## config.mk

```make
export PLATFORM = sky130hd
export DESIGN_NAME = lacm_rowout
export DESIGN_NICKNAME = d
export VERILOG_FILES = /design/src/hdl/lacm_pkg.sv /design/src/hdl/lacm_rowout.sv
export SDC_FILE = /design/constraint.sdc
export NUM_CORES = 1
export LEC_CHECK = 0
export ABC_AREA = 1
export BUFFER_PORTS_ARGS = -buffer_cell sky130_fd_sc_hd__buf_4
export CAP_MARGIN = 10
export CELL_PAD_IN_SITES_DETAIL_PLACEMENT = 0
export CELL_PAD_IN_SITES_GLOBAL_PLACEMENT = 1
export CORE_MARGIN = 2
export CORE_UTILIZATION = 46
export DETAILED_ROUTE_END_ITERATION = 12
export HOLD_SLACK_MARGIN = 0.15
export PLACE_DENSITY = 0.9
export SETUP_SLACK_MARGIN = 0.4
export SYNTH_ARGS = -nofsm -noshare
export SYNTH_HDL_FRONTEND = slang
export SYNTH_SLANG_ARGS = --single-unit
```

## constraint.sdc

```tcl
create_clock -name i_clk -period 19.32 [get_ports i_clk]
set_input_delay 0 -clock i_clk [delete_from_list [all_inputs] [get_ports i_clk]]
set_output_delay 0 -clock i_clk [all_outputs]
set_load 0.02 [all_outputs]
```

## src/hdl/lacm_pkg.sv

```systemverilog
package lacm_pkg;

    localparam int LACM_FRAC_BITS   = 16;
    localparam int LACM_COORD_WIDTH = 32;
    localparam int W_WIDTH          = 17;
    localparam int SQRT_STEPS       = 32;
    localparam int CROSS_LAT        = 3;

    typedef enum logic [1:0] {
        ROW_RIGHT,
        ROW_UP,
        ROW_BACK,
        ROW_POS
    } t_row;

    function automatic int norm_lat(input int frac_bits);
        return 5 + SQRT_STEPS + 1 + (frac_bits + 1) + 1;
    endfunction

endpackage

```

## src/hdl/lacm_rowout.sv

```systemverilog
module lacm_rowout #(
    parameter int FRAC_BITS   = lacm_pkg::LACM_FRAC_BITS,
    parameter int COORD_WIDTH = lacm_pkg::LACM_COORD_WIDTH
) (
    input  logic                             i_clk,
    input  logic                             i_rst_n,
    input  logic                             i_valid,
    input  logic [3:0][2:0][COORD_WIDTH-1:0] i_rows,
    input  logic                             i_degen,
    output logic                             o_take,
    input  logic                             i_stall,
    output logic                             o_valid,
    output logic [1:0]                       o_row_index,
    output logic signed [COORD_WIDTH-1:0]    o_elem_x,
    output logic signed [COORD_WIDTH-1:0]    o_elem_y,
    output logic signed [COORD_WIDTH-1:0]    o_elem_z,
    output logic [lacm_pkg::W_WIDTH-1:0]     o_elem_w,
    output logic                             o_last_row,
    output logic                             o_degenerate
);

    import lacm_pkg::*;

    localparam logic [W_WIDTH-1:0] W_ONE = W_WIDTH'(64'd1 << FRAC_BITS);

    logic                             r_nxt_v, n_nxt_v;
    logic                             r_cur_v, n_cur_v;
    t_row                             r_row, n_row;
    logic [3:0][2:0][COORD_WIDTH-1:0] r_nxt_rows, r_cur_rows;
    logic                             r_nxt_deg, r_cur_deg;
    logic                             cur_load, nxt_load;

    always_comb begin
        nxt_load = i_valid && !r_nxt_v;
        cur_load = r_nxt_v && (!r_cur_v || (r_row == ROW_POS && !i_stall));
        n_nxt_v  = r_nxt_v;
        n_cur_v  = r_cur_v;
        n_row    = r_row;
        if (cur_load) begin
            n_nxt_v = 1'b0;
        end else if (nxt_load) begin
            n_nxt_v = 1'b1;
        end
        if (cur_load) begin
            n_cur_v = 1'b1;
            n_row   = ROW_RIGHT;
        end else if (r_cur_v && !i_stall) begin
            if (r_row == ROW_POS) begin
                n_cur_v = 1'b0;
            end else begin
                n_row = t_row'(r_row + 2'd1);
            end
        end
    end

    always_ff @(posedge i_clk) begin
        if (!i_rst_n) begin
            r_nxt_v <= 1'b0;
            r_cur_v <= 1'b0;
            r_row   <= ROW_RIGHT;
        end else begin
            r_nxt_v <= n_nxt_v;
            r_cur_v <= n_cur_v;
            r_row   <= n_row;
        end
    end

    always_ff @(posedge i_clk) begin
        if (nxt_load) begin
            r_nxt_rows <= i_rows;
            r_nxt_deg  <= i_degen;
        end
        if (cur_load) begin
            r_cur_rows <= r_nxt_rows;
            r_cur_deg  <= r_nxt_deg;
        end
    end

    assign o_take       = !r_nxt_v;
    assign o_valid      = r_cur_v;
    assign o_row_index  = r_row;
    assign o_elem_x     = r_cur_rows[r_row][0];
    assign o_elem_y     = r_cur_rows[r_row][1];
    assign o_elem_z     = r_cur_rows[r_row][2];
    assign o_elem_w     = (r_row == ROW_POS) ? W_ONE : '0;
    assign o_last_row   = (r_row == ROW_POS);
    assign o_degenerate = r_cur_deg;

endmodule

```

==> impl_metrics.xml, run 1 <==
<?xml version="1.0" encoding="UTF-8"?>
<metrics>
  <group name="run_status">
    <metric name="status" unit="">aborted with a tool error</metric>
    <metric name="stop_stage" unit="">clock tree synthesis (4_1_cts)</metric>
    <metric name="run.stop_error" unit="">[ERROR RSZ-0060] Max buffer count reached.</metric>
  </group>
  <group name="synthesis">
    <metric name="post-synth-top-area-cell" unit="">sky130_fd_sc_hd__edfxtp_1</metric>
    <metric name="postSynthRegisterBits" unit="">774</metric>
    <metric name="synth_cells" unit="">1358</metric>
    <metric name="mappedNetlistArea" unit="sq um">26100</metric>
    <metric name="synth.lib_cells_used.distinct" unit="">21</metric>
    <metric name="synth_largest_type_area_fraction" unit="%">88.4</metric>
    <metric name="post_synth.cell_area_avg" unit="sq um">19.3</metric>
    <metric name="synth.area.top_cells" unit="">sky130_fd_sc_hd__edfxtp_1 88%, sky130_fd_sc_hd__nor2_1 2.8%, sky130_fd_sc_hd__o22ai_1 2.3%</metric>
    <metric name="yosysWarnings" unit="">0</metric>
    <metric name="ys_seq_area_share" unit="%">88.7</metric>
  </group>
  <group name="placed_design">
    <metric name="numPortBuffers" unit="">491</metric>
    <metric name="post-dp-hpwl" unit="um">35700</metric>
    <metric name="gp_routability_congestion" unit="">0.827</metric>
  </group>
  <group name="clocking">
    <metric name="cts-hold-fix-buffers" unit="">540</metric>
    <metric name="tritoncts_num_sinks" unit="">774</metric>
    <metric name="cts_max_level" unit="">3</metric>
    <metric name="cts.root.buffer_cell" unit="">sky130_fd_sc_hd__clkbuf_16</metric>
    <metric name="post_cts.resized_instances" unit="">0</metric>
    <metric name="cts_max_path_buffers" unit="">3</metric>
    <metric name="post_cts.repair.setup_buffers" unit="">0</metric>
    <metric name="tritoncts_buffers" unit="">77</metric>
  </group>
  <group name="floorplanning">
    <metric name="initial_util" unit="%">46.5</metric>
    <metric name="die_y" unit="um">242</metric>
    <metric name="num_io_pins" unit="">508</metric>
    <metric name="die_width" unit="um">242</metric>
    <metric name="rows" unit="">87</metric>
  </group>
</metrics>
-- metrics by stage --
step / worst slack (ns) / cell area (sq um) / utilization (%) / hold slack [ns] / instances
floorplan: 1.95 / 26200 / - / 0.0976 / 1373
global placement: 15.80 / 30400 / 54.1 / 0.179 / 2553
detailed placement: 15.68 / 30400 / 54.1 / 0.179 / 2553
-- cells in the mapped netlist --
cell type                    n
sky130_fd_sc_hd__buf_1       1
sky130_fd_sc_hd__nand3_1     3
sky130_fd_sc_hd__o21ai_1    73
sky130_fd_sc_hd__inv_2       1
sky130_fd_sc_hd__buf_6      14
sky130_fd_sc_hd__conb_1      1
sky130_fd_sc_hd__a21oi_1     3
sky130_fd_sc_hd__nand4_1     2
sky130_fd_sc_hd__nor2_1    193
sky130_fd_sc_hd__o21ai_0   119
sky130_fd_sc_hd__clkbuf_2    5
sky130_fd_sc_hd__nand2_1     6
sky130_fd_sc_hd__buf_4      32
sky130_fd_sc_hd__edfxtp_1  770
sky130_fd_sc_hd__dfxtp_1     4
sky130_fd_sc_hd__inv_4       1
sky130_fd_sc_hd__buf_2      11
sky130_fd_sc_hd__clkbuf_1   16
sky130_fd_sc_hd__o22ai_1    96
sky130_fd_sc_hd__inv_1       6
sky130_fd_sc_hd__ha_1        1
-- logic make-up after synthesis --
logic type,share of synthesized area [%]
AOI/OAI and AO/OA,6.03
adders and majority gates,0.0479
buffers and inverters,2.20
DFF,88.7
other,0.0143
and+or+nand+nor,2.96
==> run 2, diff against run 1 <==
==> config.mk (replaced) <==
export PLATFORM = sky130hd
export DESIGN_NAME = lacm_rowout
export DESIGN_NICKNAME = d
export VERILOG_FILES = /design/src/hdl/lacm_pkg.sv /design/src/hdl/lacm_rowout.sv
export SDC_FILE = /design/constraint.sdc
export NUM_CORES = 1
export LEC_CHECK = 0
export ABC_AREA = 1
export BUFFER_PORTS_ARGS = -buffer_cell sky130_fd_sc_hd__buf_4
export CAP_MARGIN = 10
export CORE_MARGIN = 2
export CORE_UTILIZATION = 40
export DETAILED_ROUTE_END_ITERATION = 12
export PLACE_DENSITY_LB_ADDON = 0.15
export SYNTH_ARGS = -nofsm -noshare
export SYNTH_HDL_FRONTEND = slang
export SYNTH_SLANG_ARGS = --single-unit
==> run 2 against run 1 <==
  * The run now ends clean
  * Area after synthesis unchanged
  * Synthesized cell count unchanged
==> impl_metrics.xml, run 2 <==
<?xml version="1.0" encoding="UTF-8"?>
<metrics>
  <group name="run_status">
    <metric name="status" unit="">complete, no violations</metric>
  </group>
  <group name="setup_path">
    <metric name="cp-end-kind" unit="">flip-flop</metric>
    <metric name="cpMostUsedCell" unit="">sky130_fd_sc_hd__buf_4</metric>
    <metric name="critical_path.cell_chain" unit="">ha_1 &gt; inv_1 &gt; nand2_1 &gt; nand3_1 &gt; inv_8 &gt; buf_4 &gt; buf_4</metric>
    <metric name="criticalPathCategory" unit="">flip-flop to flip-flop</metric>
    <metric name="cp_top_family" unit="">buffers and inverters</metric>
    <metric name="worstPathArrival" unit="ns">4.97</metric>
    <metric name="timing.critical_path.fanout_max" unit="">150</metric>
    <metric name="critical_path_required" unit="ns">19.54</metric>
    <metric name="crit_buf_inv" unit="">4</metric>
    <metric name="crit_path_start_kind" unit="">flip-flop</metric>
    <metric name="worst_path_max_delay_cell" unit="">sky130_fd_sc_hd__buf_4</metric>
    <metric name="critical_path.max_stage_delay" unit="ns">0.94</metric>
  </group>
  <group name="job">
    <metric name="maxCapViolations" unit="">0</metric>
  </group>
  <group name="clocking">
    <metric name="clock_insertion_delay_worst_skew" unit="ns">0.61</metric>
    <metric name="cts-hold-fix-buffers" unit="">389</metric>
    <metric name="cts_tree" unit="">done</metric>
    <metric name="cts_max_level" unit="">3</metric>
    <metric name="cts.root.buffer_cell" unit="">sky130_fd_sc_hd__clkbuf_16</metric>
    <metric name="post_cts.repair.setup_buffers" unit="">0</metric>
    <metric name="tritoncts_num_sinks" unit="">774</metric>
    <metric name="cts.clk_slew.worst_paths" unit="ns">0.07</metric>
    <metric name="cts_max_path_buffers" unit="">3</metric>
    <metric name="post_cts.resized_instances" unit="">0</metric>
    <metric name="tritoncts_buffers" unit="">79</metric>
  </group>
  <group name="global_routing">
    <metric name="grt_first_pass_wirelength" unit="um">90900</metric>
    <metric name="first_global_vias" unit="">15903</metric>
    <metric name="gr-total-overflow" unit="">0</metric>
    <metric name="grt_usage" unit="%">17.9</metric>
    <metric name="grt_antenna_before_repair" unit="">15</metric>
    <metric name="grt_start_max_net_pins" unit="">174</metric>
  </group>
  <group name="pwr">
    <metric name="internal_power" unit="mW">2.96</metric>
    <metric name="power_frac_seq" unit="%">53.2</metric>
    <metric name="leakage" unit="nW">13.5</metric>
    <metric name="total_switching_power" unit="uW">821</metric>
    <metric name="sw_frac_of_total" unit="%">21.7</metric>
    <metric name="comb_power_share" unit="%">8.5</metric>
    <metric name="power" unit="mW">3.79</metric>
    <metric name="power.density" unit="nW/um^2">103</metric>
    <metric name="clock_power_share" unit="%">38.2</metric>
    <metric name="vdd_drop_max" unit="V">0.0000618</metric>
  </group>
  <group name="synthesis">
    <metric name="yosysMostFrequentCell" unit="">sky130_fd_sc_hd__edfxtp_1</metric>
    <metric name="ys_top_cells_by_count" unit="">770 x sky130_fd_sc_hd__edfxtp_1, 193 x sky130_fd_sc_hd__nor2_1, 119 x sky130_fd_sc_hd__o21ai_0</metric>
    <metric name="ys.flop_type" unit="">sky130_fd_sc_hd__edfxtp_1</metric>
    <metric name="post-synth-top-area-cell" unit="">sky130_fd_sc_hd__edfxtp_1</metric>
    <metric name="synth_largest_type_area_fraction" unit="%">88.4</metric>
    <metric name="synth_cells" unit="">1358</metric>
    <metric name="number_of_enable_type_register_cells_in_the_synthesized_netlist" unit="">770</metric>
    <metric name="post_synth.cell_area_avg" unit="sq um">19.3</metric>
    <metric name="async_flop_share" unit="%">0</metric>
    <metric name="yosysWarnings" unit="">0</metric>
    <metric name="ys_seq_area_share" unit="%">88.7</metric>
    <metric name="synth.area.top_cells" unit="">sky130_fd_sc_hd__edfxtp_1 88%, sky130_fd_sc_hd__nor2_1 2.8%, sky130_fd_sc_hd__o22ai_1 2.3%</metric>
    <metric name="mappedNetlistArea" unit="sq um">26100</metric>
    <metric name="postSynthRegisterBits" unit="">774</metric>
    <metric name="synth.lib_cells_used.distinct" unit="">21</metric>
  </group>
  <group name="placed_design">
    <metric name="numPortBuffers" unit="">491</metric>
    <metric name="post-dp-hpwl" unit="um">36100</metric>
    <metric name="placed_cells" unit="">2652</metric>
    <metric name="gp_routability_congestion" unit="">0.785</metric>
    <metric name="placement.cell_area" unit="sq um">30500</metric>
    <metric name="dp_slack" unit="ns">14.49</metric>
  </group>
  <group name="final_layout">
    <metric name="final_design_area_no_fill" unit="sq um">36900</metric>
    <metric name="fillerInstances" unit="">4957</metric>
    <metric name="count_of_placed_standard_cells_in_the_final_layout_fillers_left_out" unit="">3192</metric>
    <metric name="layout_common_cells" unit="">770 x sky130_fd_sc_hd__edfxtp_1, 502 x sky130_fd_sc_hd__buf_4, 389 x sky130_fd_sc_hd__dlygate4sd3_1</metric>
    <metric name="finalCoreUtilization" unit="%">57.1</metric>
    <metric name="drive_gt1_share" unit="%">26.4</metric>
    <metric name="area_growth_syn_to_layout" unit="%">41.2</metric>
    <metric name="layout_commonest_cell" unit="">sky130_fd_sc_hd__edfxtp_1</metric>
    <metric name="nets" unit="">2657</metric>
  </group>
  <group name="sta">
    <metric name="timing.max_slew.rel_slack" unit="%">24.7</metric>
    <metric name="period_share" unit="%">24.6</metric>
    <metric name="post_route_skew" unit="ns">0.0171</metric>
    <metric name="fin_setup_tns" unit="ns">0</metric>
    <metric name="rsz_0062_raised_after_global_routing" unit="">no</metric>
    <metric name="fin_worst_hold_slack" unit="ns">0.0979</metric>
    <metric name="slew_viol_final" unit="">0</metric>
    <metric name="fmaxAchievable" unit="GHz">0.211</metric>
    <metric name="finalCriticalPeriod" unit="ns">4.75</metric>
    <metric name="setup_ws" unit="ns">14.57</metric>
    <metric name="finalHoldViolations" unit="">0</metric>
    <metric name="worst-slew-pin-transition" unit="ns">1.13</metric>
    <metric name="timing.final.setup_violations" unit="">0</metric>
  </group>
  <group name="routing">
    <metric name="dr.pass1.iters" unit="">4</metric>
    <metric name="post_drt_wl_per_cell" unit="um">19.3</metric>
    <metric name="ant_nets" unit="">0</metric>
    <metric name="detail_route.wirelength" unit="um">61600</metric>
    <metric name="route.detailed.vias_per_inst" unit="">4.71</metric>
    <metric name="drt_first_iter_violations" unit="">917</metric>
    <metric name="remaining_drc_errors" unit="">0</metric>
    <metric name="vias" unit="">15039</metric>
  </group>
  <group name="floorplanning">
    <metric name="num_io_pins" unit="">508</metric>
    <metric name="rows" unit="">93</metric>
    <metric name="initial_util" unit="%">40.5</metric>
    <metric name="dieArea" unit="sq um">67400</metric>
    <metric name="die_y" unit="um">260</metric>
    <metric name="floorplan.core_area" unit="sq um">64600</metric>
    <metric name="die_width" unit="um">260</metric>
  </group>
  <group name="min_path">
    <metric name="holdCritPathClass" unit="">primary input to flip-flop</metric>
  </group>
</metrics>
run 2: routing by layer:
metal	wire (um)	GRT usage [%]	vias to the layer above	share of wire [%]
li1	-	-	7069	-
met1	24000	21.1	7427	39
met2	32400	31.8	436	53
met3	3810	4.56	97	6.2
met4	1240	5.81	10	2.0
met5	62	0	-	0.10
run 2: worst paths after layout:
kind / from / end / slack, ns / depth (start not counted)
hold / removal: i_rows[73] / r_nxt_rows[73] / 0.1 / 2
hold reg to reg: r_nxt_rows[83] / r_cur_rows[83] / 0.41 / 0
setup / recovery: o_row_index[1] / r_cur_rows[145] / 14.57 / 7
setup reg to reg: o_row_index[1] / r_cur_rows[145] / 14.57 / 7
run 2: cell families after synthesis:
family / share of synthesized area (%)
AOI/OAI and AO/OA: 6.03
adders and majority gates: 0.0479
other: 0.0143
buffers and inverters: 2.20
DFF: 88.7
and+or+nand+nor: 2.96
run 2: area by class of cell:
cell class | count | area, sq um | area share [%]
inverter | 8 | 45.0 | 0.122
clock buffer | 97 | 2070 | 5.60
clock inverter | 44 | 378 | 1.02
sequential | 774 | 23200 | 62.9
timing repair buffer | 892 | 7680 | 20.8
tap | 855 | 1070 | 2.90
antenna | 10 | 25.0 | 0.0678
multi-input combinational | 512 | 2430 | 6.59
run 2: power by group through the flow:
stage	registers, mW	clock network (mW)	logic, mW
finish	2.01	1.45	0.323
detailed placement	2.05	0	0.258
global placement	2.05	0	0.254
global route	2.02	1.55	0.347
floorplan	2.09	0	0.124
CTS	2.01	1.49	0.328
run 2: worst register-to-register path, cell delays in order, from the launching register on:
cell and delay, ns:
sky130_fd_sc_hd__dfxtp_4 0.80, sky130_fd_sc_hd__ha_1 0.33, sky130_fd_sc_hd__inv_1 0.11, sky130_fd_sc_hd__nand2_1 0.10, sky130_fd_sc_hd__nand3_1 0.21, sky130_fd_sc_hd__inv_8 0.77
sky130_fd_sc_hd__buf_4 0.97, sky130_fd_sc_hd__buf_4 1.02
(Power assumes the default switching activity.)
